## config.mk

```make
export PLATFORM = sky130hd
export DESIGN_NAME = c3sf_queue
export DESIGN_NICKNAME = d
export VERILOG_FILES = /design/src/hdl/c3sf_pkg.sv /design/src/hdl/c3sf_queue.sv
export SDC_FILE = /design/constraint.sdc
export NUM_CORES = 1
export LEC_CHECK = 0
export BUFFER_PORTS_ARGS = -buffer_cell sky130_fd_sc_hd__buf_2
export CAP_MARGIN = 20
export CORE_ASPECT_RATIO = 2
export CORE_UTILIZATION = 45
export DETAILED_ROUTE_END_ITERATION = 7
export GPL_TIMING_DRIVEN = 1
export PLACE_DENSITY = 0.73
export SYNTH_ARGS = -nofsm -noshare
export SYNTH_HDL_FRONTEND = slang
export SYNTH_SLANG_ARGS = --single-unit
```

## constraint.sdc

```tcl
create_clock -name clk -period 18.3 [get_ports clk]
set_input_delay 0.915 -clock clk [delete_from_list [all_inputs] [get_ports clk]]
set_output_delay 0.915 -clock clk [all_outputs]
set_load 0.005 [all_outputs]
```

## src/hdl/c3sf_pkg.sv

```systemverilog
`timescale 1ns / 1ps
`default_nettype none

package c3sf_pkg;

	// Defaults for the top-level parameters
	localparam int MAX_WIDTH_DEF   = 2048;
	localparam int COEF_BITS_DEF   = 16;
	localparam int COEF_FRAC_DEF   = 8;
	localparam int QUEUE_DEPTH_DEF = 4;

	// Configuration port geometry
	localparam int CFG_INDEX_W = 3;
	localparam int CFG_DATA_W  = 48;
	localparam int KERNEL_W    = 48;
	localparam int WIDTH_W     = 12;
	localparam int HEIGHT_W    = 16;

	// Register reset values
	localparam logic [KERNEL_W-1:0] KERNEL_TOP_RST    = 48'h0;
	localparam logic [KERNEL_W-1:0] KERNEL_MIDDLE_RST = 48'h0000_0100_0000;
	localparam logic [KERNEL_W-1:0] KERNEL_BOTTOM_RST = 48'h0;
	localparam logic [WIDTH_W-1:0]  IMAGE_WIDTH_RST   = 12'd640;
	localparam logic [HEIGHT_W-1:0] IMAGE_HEIGHT_RST  = 16'd480;

	// Luminance weights over 2^16, with rounding term
	localparam int unsigned LUMA_R     = 19595;
	localparam int unsigned LUMA_G     = 38470;
	localparam int unsigned LUMA_B     = 7471;
	localparam int unsigned LUMA_ROUND = 32768;

	localparam int OFFSET_VALUE = 127;

	// Configuration register indexes
	typedef enum logic [CFG_INDEX_W-1:0] {
		REG_KERNEL_TOP    = 3'd0,
		REG_KERNEL_MIDDLE = 3'd1,
		REG_KERNEL_BOTTOM = 3'd2,
		REG_LUMA_MODE     = 3'd3,
		REG_ADD_OFFSET    = 3'd4,
		REG_IMAGE_WIDTH   = 3'd5,
		REG_IMAGE_HEIGHT  = 3'd6
	} cfg_reg_e;

	typedef struct packed {
		logic [KERNEL_W-1:0] kernel_top_row;
		logic [KERNEL_W-1:0] kernel_middle_row;
		logic [KERNEL_W-1:0] kernel_bottom_row;
		logic                luminance_mode;
		logic                add_offset;
		logic [WIDTH_W-1:0]  image_width;
		logic [HEIGHT_W-1:0] image_height;
	} cfg_t;

	typedef struct packed {
		logic [7:0] blue;
		logic [7:0] green;
		logic [7:0] red;
	} in_t;

	typedef struct packed {
		logic [7:0] chan_blue_or_luma;
		logic [7:0] chan_green;
		logic [7:0] chan_red;
		logic       frame_last;
	} out_t;

	// Two stored rows at one column
	typedef struct packed {
		in_t upper;
		in_t lower;
	} lp_t;

	// Full 3x3 window, index = column * 3 + row, column 0 oldest, row 0 top
	typedef struct packed {
		in_t [8:0] px;
		logic      last;
	} win_item_t;

	typedef struct packed {
		logic busy;
		logic emit;
	} front_stat_t;

endpackage

`default_nettype wire

```

## src/hdl/c3sf_queue.sv

```systemverilog
`timescale 1ns / 1ps
`default_nettype none

module c3sf_queue import c3sf_pkg::*; #(
	parameter int DEPTH = QUEUE_DEPTH_DEF
) (
	input  logic                         clk,
	input  logic                         arst_n,
	input  logic                         push,
	input  win_item_t                    wdata,
	input  logic                         pop,
	output win_item_t                    rdata,
	output logic                         empty,
	output logic [$clog2(DEPTH+1)-1:0]   count
);

	localparam int PW   = $clog2(DEPTH);
	localparam int CNTW = $clog2(DEPTH + 1);

	win_item_t     slot_q [DEPTH];
	logic [PW-1:0] wr_ptr_q;
	logic [PW-1:0] rd_ptr_q;
	logic [CNTW-1:0] count_q;

	function automatic logic [PW-1:0] next_ptr(input logic [PW-1:0] p);
		next_ptr = (p == PW'(DEPTH - 1)) ? '0 : p + PW'(1);
	endfunction

	// Store entries
	always_ff @(posedge clk) begin
		if (push)
			slot_q[wr_ptr_q] <= wdata;
	end

	// Advance pointers and occupancy
	always_ff @(posedge clk or negedge arst_n) begin
		if (!arst_n) begin
			wr_ptr_q <= '0;
			rd_ptr_q <= '0;
			count_q  <= '0;
		end else begin
			if (push)
				wr_ptr_q <= next_ptr(wr_ptr_q);
			if (pop)
				rd_ptr_q <= next_ptr(rd_ptr_q);
			count_q <= count_q + CNTW'(push) - CNTW'(pop);
		end
	end

	assign rdata = slot_q[rd_ptr_q];
	assign empty = (count_q == '0);
	assign count = count_q;

endmodule

`default_nettype wire

```

After elaboration in Yosys (flattened, before gate mapping)
Memories as Yosys holds them, arrays and structs flattened.
Cells that the tools add are included.
Storage, ports and cells
  ROM bits: 0
  logic and storage cells: 15
  latch bits: 0
  bits in registers: 7
  RAM bits: 868
  output and inout bits: 221
  bits of input ports: 221
  memories kept: 1
Memories
  slot_q: depth 4, bits a word 217, rd ports 1, clocked after Yosys merged registers in 0, write ports 1, line c3sf_queue.sv:20  | win_item_t slot_q [DEPTH];
Operators by class
  order comparisons: 0
  shift-type cells: 0
  multiply operators: 0
  reductions and logical operators: 1
  div/mod/pow operators: 0
  bitwise operators: 0
  muxes and demuxes: 4
  equal/unequal tests: 2
  add/sub/neg operators: 4
Operators by type and width (number)
  $add A2 B1 Y2 const B: 2
  $eq A2 B2 Y1 const B: 2
  $mux W2: 2
  $add A3 B1 Y3: 1
  $logic_not A3 Y1: 1
  $sub A3 B1 Y3: 1
  $mux W1: 2

Longest topological paths before layout
  word-level depth: 2
  gate-level depth with buffers: 8
  gate-level depth less buffers: 8

Worst setup path after synthesis
No wires, ideal clock.
  path kind: input -> register
  from: input push
  to: memory slot_q[0][0] in the netlist's numbering (enable)
  arrival: 5832 ps
  setup time: 604 ps
  path slack: 11865 ps
  buffers on the path: 0
  required time: 17696 ps
  stages on the path: 1
  cell sequence: and2_1
On the way
  cells in the longest elaborated chain, start to end: 2
RTL lines
  from (decl): line c3sf_queue.sv:9  | input logic push,
  $mux W1: line c3sf_queue.sv:31  | if (push)
  $mux W1 (not written as such): line c3sf_queue.sv:32  | slot_q[wr_ptr_q] <= wdata;
  to (decl): line c3sf_queue.sv:20
No other way between the ends.

==> impl_metrics.tcl <==
set metrics [dict create \
    std_cell_rows 137 \
    area_growth_pct 17.4 \
    vias 14100 \
    die_area_sq_mm 0.0721 \
    rsz0062_at_grt "no" \
    ioPinCount 442 \
    synth_edf_count 868 \
    crit_path_cell_trace "buf_4 -> buf_4 -> mux4_2 -> buf_2" \
    ys_types 19 \
    final_cell_area_sq_mm 0.0375 \
    cts_root_buf "clkbuf_16" \
    nNetsFinal 1886 \
    cts_resized 0 \
    die_h_um 379 \
    ys_ff_latch 875 \
    p_leak_uw 0.0127 \
    power_density_mw_per_mm2 156 \
    worst_pin_slew_ns 1.07 \
    avgViaCountPerCell 5.36 \
    cp-start-kind "register" \
    cp-end-kind "output port" \
    syn-num-nets 1398 \
    hold_violations 0 \
    cts.clk_slew.worst_paths_ns 0.07 \
    finClkSkew_ns 0.0356 \
    cpPeakStageDelay_ns 0.83 \
    dpl.cell_count 2482 \
    ctsHoldBuffers 0 \
    required_ns 17.39 \
    num-fill-cells 5222 \
    clockBufferDepth 3 \
    routed_wl_um 64300 \
    multi_input_area_sq_mm 0.00510 \
    worst_skew_pair.late_latency_ns 0.67 \
    r2r_setup_slack_ns 14.82 \
    drv_slew 0 \
    cts_max_level 3 \
    ir_drop_mv 0.130 \
    max_slew_margin_pct 28.4 \
    seq_area_sq_mm 0.0262 \
    cp_common_cell "buf_4" \
    synth_area_per_cell_sq_um 27.3 \
    cp.arrival_ns 3.73 \
    die_w_um 190 \
    synth_seq_area_share_pct 82.1 \
    track_usage_pct 18.0 \
    ys_dominant_reg_cell "edfxtp_1" \
    final.setup.tns_ns 0 \
    critical-path-slowest-cell "dfrtp_4" \
    drc 0 \
    dr.first_iter.drc_count 642 \
    timing.rr.end "slot_q[1][53]$_DFFE_PP_" \
    fp.coreArea_sq_mm 0.0699 \
    outcome "completed" \
    fin_crit_sh_pct 25.4 \
    synthCells 1169 \
    placed_area_sq_mm 0.0349 \
    holdWs_ns 0.0714 \
    fin_crit_ns 4.65 \
    yosys_warnings 0 \
    final_layout_size_suffix_gt1_share_pct 46.9 \
    synth_area_sq_mm 0.0319 \
    grt_first_pass_wirelength_um 94100 \
    max_cap_violations 0 \
    cts_tree "built" \
    place_congestion 0.763 \
    overflow 0 \
    fmax_mhz 215 \
    antenna_left 0 \
    p_total_uw 5860 \
    path_class "register to output port" \
    wl_per_cell_um 24.4 \
    cts_sinks 875 \
    firstDrtPassIters 5 \
    grt_pass1_vias 15500 \
    cp_max_fo 56 \
    antenna_found_initial 24 \
    hpwl_um 40300 \
    rr_worst_depth 5 \
    instances_no_fill 2629 \
    critical_path_buf_inv_count 3 \
    portBuffers 441 \
    r2r_start "wr_ptr_q[1]$_DFFE_PN0P_" \
    async_reset_ff_share_pct 0.800 \
    cts_buffers 75 \
    setup_viol 0 \
    grt_start_max_net_pins 97 \
    initial_core_util_pct 45.7 \
    crit_family "buffers and inverters" \
    hp-class "primary input to asynchronous set/reset pin" \
    post_cts_buffers 0 \
]
through the flow:
| step | setup slack (ns) | utilization (%) |
|---|---|---|
| floorplan | 11.86 | - |
| global placement | 14.30 | 49.8 |
| detailed placement | 14.27 | 49.8 |
| CTS | 13.54 | 53.6 |
| global route | 13.47 | 53.6 |
| finish | 13.65 | 53.6 |
flip-flops by register name, summed over array words and instances (netlist names):
signal    cells
count         3
wr_ptr_q      2
slot_q      868
rd_ptr_q      2
worst reg2reg max path, delay by kind of cell, from the launching register on:
kind          cells  cell delay (ns)
simple gates      1             0.57
flops             1             0.41
buf+inv           3             1.93
fa+ha+maj         1             0.15
final cells by class:
class / count / share of cell area [%]
inverter: 6 / 0.0600
timing repair buffer: 460 / 6.35
antenna: 11 / 0.0734
multi-input combinational: 239 / 13.6
tap: 903 / 3.01
clock inverter: 51 / 1.85
sequential: 875 / 70.0
clock buffer: 84 / 5.09
worst max path at each step:
stage,endpoint,start,slack [ns],cells after the start
3_5_place_dp,slot_q[1][9]$_DFFE_PP_,push,14.27,4
4_1_cts,rdata[8],rd_ptr_q[1]$_DFFE_PN0P_,13.54,4
5_1_grt,rdata[8],rd_ptr_q[1]$_DFFE_PN0P_,13.47,4
3_3_place_gp,rdata[90],rd_ptr_q[1]$_DFFE_PN0P_,14.30,4
2_1_floorplan,slot_q[0][0]$_DFFE_PP_,push,11.86,1
6_report,rdata[9],rd_ptr_q[1]$_DFFE_PN0P_,13.65,4
where the power goes:
part / switching [uW] / leakage, uW / internal [uW] / total [uW]
clock network: 736 / 0.00127 / 931 / 1670
logic: 774 / 0.00334 / 734 / 1510
registers: 113 / 0.00805 / 2570 / 2680
layout by cell type (no fill, tap or decap), drive strengths merged, types with 7 or more instances in the layout:
cell and count:
edfxtp 868, clkinv 27, buf 460, mux4 217
clkbuf 84, inv 15, ha 7, dfrtp 7
bufinv 11, diode 11
Yosys cell counts (all sizes together), types with 2 or more instances:
cell type,number,area (sq um)
and2,4,25.0
o21ai,2,10.0
ha,7,87.6
xnor2,2,17.5
dfrtp,7,175
buf,48,587
mux4,217,4890
inv,6,22.5
mux2,2,22.5
edfxtp,868,26100
cells by family after synthesis:
family / share of synthesized area (%)
buf+inv: 1.92
flops: 82.1
simple gates: 0.145
compound gates: 0.0313
xor+xnor: 0.0548
fa+ha+maj: 0.337
mux: 15.4
metal layers:
layer	wire length, um	vias up	track usage, %
met5	158	-	0
met1	22100	7305	19.5
li1	-	6067	-
met4	1960	26	7.59
met3	6370	126	7.11
met2	33700	574	30.9
(Power assumes the default switching activity.)
