**src/hdl/c3sf_pkg.sv**
```systemverilog
`timescale 1ns / 1ps
`default_nettype none

package c3sf_pkg;

	// Defaults for the top-level parameters
	localparam int MAX_WIDTH_DEF   = 2048;
	localparam int COEF_BITS_DEF   = 16;
	localparam int COEF_FRAC_DEF   = 8;
	localparam int QUEUE_DEPTH_DEF = 4;

	// Configuration port geometry
	localparam int CFG_INDEX_W = 3;
	localparam int CFG_DATA_W  = 48;
	localparam int KERNEL_W    = 48;
	localparam int WIDTH_W     = 12;
	localparam int HEIGHT_W    = 16;

	// Register reset values
	localparam logic [KERNEL_W-1:0] KERNEL_TOP_RST    = 48'h0;
	localparam logic [KERNEL_W-1:0] KERNEL_MIDDLE_RST = 48'h0000_0100_0000;
	localparam logic [KERNEL_W-1:0] KERNEL_BOTTOM_RST = 48'h0;
	localparam logic [WIDTH_W-1:0]  IMAGE_WIDTH_RST   = 12'd640;
	localparam logic [HEIGHT_W-1:0] IMAGE_HEIGHT_RST  = 16'd480;

	// Luminance weights over 2^16, with rounding term
	localparam int unsigned LUMA_R     = 19595;
	localparam int unsigned LUMA_G     = 38470;
	localparam int unsigned LUMA_B     = 7471;
	localparam int unsigned LUMA_ROUND = 32768;

	localparam int OFFSET_VALUE = 127;

	// Configuration register indexes
	typedef enum logic [CFG_INDEX_W-1:0] {
		REG_KERNEL_TOP    = 3'd0,
		REG_KERNEL_MIDDLE = 3'd1,
		REG_KERNEL_BOTTOM = 3'd2,
		REG_LUMA_MODE     = 3'd3,
		REG_ADD_OFFSET    = 3'd4,
		REG_IMAGE_WIDTH   = 3'd5,
		REG_IMAGE_HEIGHT  = 3'd6
	} cfg_reg_e;

	typedef struct packed {
		logic [KERNEL_W-1:0] kernel_top_row;
		logic [KERNEL_W-1:0] kernel_middle_row;
		logic [KERNEL_W-1:0] kernel_bottom_row;
		logic                luminance_mode;
		logic                add_offset;
		logic [WIDTH_W-1:0]  image_width;
		logic [HEIGHT_W-1:0] image_height;
	} cfg_t;

	typedef struct packed {
		logic [7:0] blue;
		logic [7:0] green;
		logic [7:0] red;
	} in_t;

	typedef struct packed {
		logic [7:0] chan_blue_or_luma;
		logic [7:0] chan_green;
		logic [7:0] chan_red;
		logic       frame_last;
	} out_t;

	// Two stored rows at one column
	typedef struct packed {
		in_t upper;
		in_t lower;
	} lp_t;

	// Full 3x3 window, index = column * 3 + row, column 0 oldest, row 0 top
	typedef struct packed {
		in_t [8:0] px;
		logic      last;
	} win_item_t;

	typedef struct packed {
		logic busy;
		logic emit;
	} front_stat_t;

endpackage

`default_nettype wire

```
**src/hdl/c3sf_regs.sv**
```systemverilog
`timescale 1ns / 1ps
`default_nettype none

module c3sf_regs import c3sf_pkg::*; (
	input  logic                   clk,
	input  logic                   arst_n,
	input  logic                   cfg_valid,
	input  logic [CFG_INDEX_W-1:0] cfg_index,
	input  logic [CFG_DATA_W-1:0]  cfg_data,
	output cfg_t                   cfg
);

	cfg_t cfg_q;

	// Decode the index and latch the addressed register; unknown indexes drop
	always_ff @(posedge clk or negedge arst_n) begin
		if (!arst_n) begin
			cfg_q.kernel_top_row    <= KERNEL_TOP_RST;
			cfg_q.kernel_middle_row <= KERNEL_MIDDLE_RST;
			cfg_q.kernel_bottom_row <= KERNEL_BOTTOM_RST;
			cfg_q.luminance_mode    <= 1'b0;
			cfg_q.add_offset        <= 1'b0;
			cfg_q.image_width       <= IMAGE_WIDTH_RST;
			cfg_q.image_height      <= IMAGE_HEIGHT_RST;
		end else if (cfg_valid) begin
			case (cfg_reg_e'(cfg_index))
				REG_KERNEL_TOP:    cfg_q.kernel_top_row    <= KERNEL_W'(cfg_data);
				REG_KERNEL_MIDDLE: cfg_q.kernel_middle_row <= KERNEL_W'(cfg_data);
				REG_KERNEL_BOTTOM: cfg_q.kernel_bottom_row <= KERNEL_W'(cfg_data);
				REG_LUMA_MODE:     cfg_q.luminance_mode    <= cfg_data[0];
				REG_ADD_OFFSET:    cfg_q.add_offset        <= cfg_data[0];
				REG_IMAGE_WIDTH:   cfg_q.image_width       <= cfg_data[WIDTH_W-1:0];
				REG_IMAGE_HEIGHT:  cfg_q.image_height      <= cfg_data[HEIGHT_W-1:0];
				default: ;
			endcase
		end
	end

	assign cfg = cfg_q;

endmodule

`default_nettype wire

```
**config.mk**
```make
export PLATFORM = sky130hd
export DESIGN_NAME = c3sf_regs
export DESIGN_NICKNAME = d
export VERILOG_FILES = /design/src/hdl/c3sf_pkg.sv /design/src/hdl/c3sf_regs.sv
export SDC_FILE = /design/constraint.sdc
export NUM_CORES = 1
export LEC_CHECK = 0
export BUFFER_PORTS_ARGS = -buffer_cell sky130_fd_sc_hd__buf_2
export CAP_MARGIN = 25
export CORE_ASPECT_RATIO = 0.7
export CORE_MARGIN = 2
export CORE_UTILIZATION = 50
export CTS_CLUSTER_SIZE = 10
export DETAILED_ROUTE_END_ITERATION = 6
export PLACE_DENSITY = 0.88
export SLEW_MARGIN = 20
export SYNTH_ARGS = -nofsm -noshare
export SYNTH_HDL_FRONTEND = slang
export SYNTH_SLANG_ARGS = --single-unit
```
**constraint.sdc**
```tcl
create_clock -name clk -period 1.07 [get_ports clk]
set_clock_uncertainty 0.15 [all_clocks]
set_input_delay 0.214 -clock clk [delete_from_list [all_inputs] [get_ports clk]]
set_output_delay 0.214 -clock clk [all_outputs]
set_load 0.005 [all_outputs]
```
After elaboration in Yosys (flattened, before gate mapping)
Cells that the tools add are included.
{ "word_totals": {"register_bits": 174, "inputBits": 54} }
{ "op_classes": {"eq_ne": 6, "n_reduce_logical": 8} }
{ "op_table": {"columns": ["operator", "n"], "rows": [
  ["$reduce_and A2 Y1", 7],
  ["$eq A3 B3 Y1 const B", 3],
  ["$eq A3 B2 Y1 const B", 2],
  ["$eq A3 B1 Y1 const B", 1],
  ["$logic_not A3 Y1", 1]
]} }

Logic depth before layout (Yosys ltp)
{ "logic_depth": {"ltp_word": 2, "ltp_mapped": 4} }

Least setup slack after synthesis
Ideal clock, no wire load.
{ "synth_path": {"path_kind": "input-to-reg", "from": "in cfg_index[0]", "to": "reg cfg_q, in the netlist cfg[140]", "path_slack_ns": -0.407, "stages": 4, "arrival_time_ns": 1.202, "n_path_buf": 2, "setup_time_ns": 0.125, "path_cell_list": "nor4b_2 buf_4 buf_6 mux2_2"} }
{ "synth_between": {"elab_chain_cells": 2} }
{ "synth_lines": {"columns": ["element", "line_no", "text"], "rows": [
  ["from (decl)", "c3sf_regs.sv:8", "input logic [CFG_INDEX_W-1:0] cfg_index,"],
  ["$logic_not A3 Y1", "c3sf_regs.sv:26", "case (cfg_reg_e'(cfg_index))"],
  ["$reduce_and A2 Y1 (no line)", null, null],
  ["to (decl)", "c3sf_regs.sv:13", "cfg_t cfg_q;"]
]} }
No other way between the ends.
A chain may end at the register's enable or synchronous reset.

Worst setup path after layout
{ "layout_path": {"from": "reg cfg_q, in the netlist cfg[102]", "to": "out cfg[102] (netlist bit)"} }
{ "layout_rtl": {"columns": ["element", "line_no", "text"], "rows": [
  ["to (decl)", "c3sf_regs.sv:10", "output cfg_t cfg"]
]} }
No word-level cell between the ends.

==> flow_summary.json <==
{
  "status": "finished with violations",
  "violations": "negative setup slack",
  "multi_input_area_um2": 2630,
  "finish.utilization_pct": 85.3,
  "drcViolationCount": 0,
  "htree_levels": 4,
  "finalSetupViolations": 318,
  "critPathBufInv": 1,
  "vias": 5245,
  "drive_above_1_share_pct": 73.5,
  "final_common_cell": "buf_2",
  "grt-ovfl-total": 0,
  "first_global_vias": 5562,
  "cp-start-kind": "flip-flop",
  "reg2reg_depth": 3,
  "required_ns": 0.71,
  "max_slew_margin_pct": 72.7,
  "initial_core_util_pct": 51.1,
  "fp.dieH_um": 101,
  "rsz0062_at_grt": "true",
  "p_per_area_nw_per_um2": 1930,
  "design_area_um2": 11200,
  "clockBufferDepth": 2,
  "synth_area_um2": 6690,
  "worstHoldStart": "cfg_valid",
  "via_per_inst": 5.30,
  "path_class": "reg -> out",
  "syn_area_per_cell_um2": 18.0,
  "cp.arrival_ns": 1.08,
  "r2r_slack_ns": -0.13,
  "clkLatencyLatePin_ns": 0.41,
  "drv_cap": 0,
  "combPwrFrac_pct": 29.9,
  "seqPwrFrac_pct": 41.9,
  "tightest_slew_ns": 0.409,
  "crit_path_end_kind": "primary output",
  "rr_endpoint": "cfg[92]",
  "fin_crit_sh_pct": 135,
  "fmax_mhz": 693,
  "place_area_um2": 8500,
  "grt_max_degree": 36,
  "root_buffer": "clkbuf_16",
  "syn-num-nets": 426,
  "cp_slowest_stage_delay_ns": 0.56,
  "routed_wl_um": 23800,
  "path_cells": "buf_2",
  "ys_top_cells_by_area": "dfrtp_1 63%, mux2_2 22%, mux2_4 9.0%",
  "core_um2": 13100,
  "yosysWarnings": 0,
  "final_net_count": 865,
  "grt_pass1_wl_um": 33000,
  "final_cell_mix": "221 x buf_2, 167 x dfrtp_1, 146 x mux2_4, 107 x buf_4, 49 x dlygate4sd3_1",
  "dpl.cell_count": 780,
  "regArea_um2": 4360,
  "dr.pass1.iters": 4,
  "gp_congestion": 0.794,
  "antenna_found_initial": 0,
  "power.total_w": 0.0216,
  "hold_path_class": "in -> reg",
  "crit_family": "flip-flops",
  "synthCells": 372,
  "die_area_um2": 14300,
  "dp_hpwl_um": 11600,
  "largest_reg_flops": 174,
  "wire_per_inst_um": 24.0,
  "fin_ws_ns": -0.373,
  "cts_sinks": 174,
  "p_sw_share_pct": 28.8,
  "area_growth_pct": 67.2,
  "synth_area_leader_cell": "dfrtp_1",
  "yosysSeqAreaShare_pct": 65.3,
  "slowest_stage": "dfstp_2",
  "pwr-share-clk_pct": 28.2,
  "hold_viol_final": 0,
  "ant_nets": 0,
  "power.internal_w": 0.0154,
  "hold_depth": 3,
  "drt_iter0_drc": 228,
  "ys_types": 13,
  "ys_seq_elements": 174,
  "ir_drop_mv": 1.27,
  "grt_use_total_pct": 31.1,
  "stdcell_count": 990,
  "drv_slew": 0,
  "cts_tree": "done",
  "min_period_ns": 1.44,
  "worstReg2RegStart": "cfg[92]",
  "clkTransAtPathRegs_ns": 0.07,
  "worstHoldEndpoint": "cfg[29]",
  "io_pins": 228,
  "fillers": 566,
  "p_sw_w": 0.00623,
  "diodes": 0,
  "rows": 35,
  "worstPathMaxFanout": 2,
  "io_buffers": 227,
  "p_leak_nw": 5.64,
  "chipWidth_um": 142,
  "numCtsBuffers": 17,
  "synth_top_area_share_pct": 62.5
}
synthesized netlist by cell type:
master    count
nand4b_1      2
buf_6         6
buf_4         3
dfrtp_1     167
nand4b_2      1
mux2_2      128
dfstp_2       7
buf_2         8
mux2_1        6
nor4bb_1      1
nor4b_2       1
mux2_4       40
and4bb_1      2
power by group through the flow:
| stage | Combinational [W] | Clock, W | Sequential (W) |
|---|---|---|---|
| 2_1_floorplan | 0.00179 | 0 | 0.00902 |
| 3_3_place_gp | 0.00399 | 0 | 0.00892 |
| 3_5_place_dp | 0.00415 | 0 | 0.00901 |
| 4_1_cts | 0.00550 | 0.00603 | 0.00888 |
| 5_1_grt | 0.00682 | 0.00641 | 0.00916 |
| 6_report | 0.00646 | 0.00608 | 0.00906 |
worst max path at each step:
stage                     to          from  slack (ns)  cells after the start
detailed placement  cfg[171]  cfg_index[1]       -0.59                      5
global placement    cfg[168]  cfg_index[1]       -0.55                      5
global route        cfg[102]      cfg[102]       -0.39                      1
CTS                  cfg[25]       cfg[25]       -0.37                      1
finish              cfg[102]      cfg[102]       -0.37                      1
floorplan           cfg[139]  cfg_index[2]       -0.34                      4
metrics by stage:
stage / hold slack [ns] / setup slack, ns / TNS [ns]
6_report: 0.0955 / -0.373 / -55.24
5_1_grt: 0.0889 / -0.393 / -60.35
4_1_cts: 0.0386 / -0.365 / -53.50
3_5_place_dp: -0.0141 / -0.591 / -87.55
3_3_place_gp: -0.0208 / -0.552 / -82.65
2_1_floorplan: -0.232 / -0.344 / -42.99
final cells by class:
type	instances	area share (%)
clock buffer	17	3.81
clock inverter	15	1.30
multi-input combinational	181	23.5
tap	166	1.86
sequential	174	39.0
timing repair buffer	437	30.5
worst reg2reg max path, stage by stage, from the launching register on:
cell and delay (ns):
dfrtp_1 0.39, buf_4 0.14, buf_4 0.12, mux2_4 0.28
metal layers:
layer	wire length [um]	vias up	GRT usage (%)
met5	0	-	0
met4	438	0	8.08
met3	1690	46	7.98
met2	12200	275	53.7
met1	9500	2724	39.4
li1	-	2200	-
cells by family (layout without fill, tap and decap cells):
logic type | Yosys count | in the layout | synth area share, %
buffers and inverters | 17 | 469 | 1.95
muxes | 174 | 174 | 31.6
and+or+nand+nor | 7 | 7 | 1.24
DFF | 174 | 174 | 65.3
what timing repair did:
item / 4_1_cts / 5_1_grt
buffers inserted: 72 / 69
endpoints found under the setup margin: 317 / 319
hold endpoints to repair: 336 / 0
pin swaps: 2 / 4
hold buffers: 49 / 0
resized for setup: 93 / 36
gates cloned: 13 / 0
Power figures use the tool's default switching activity.
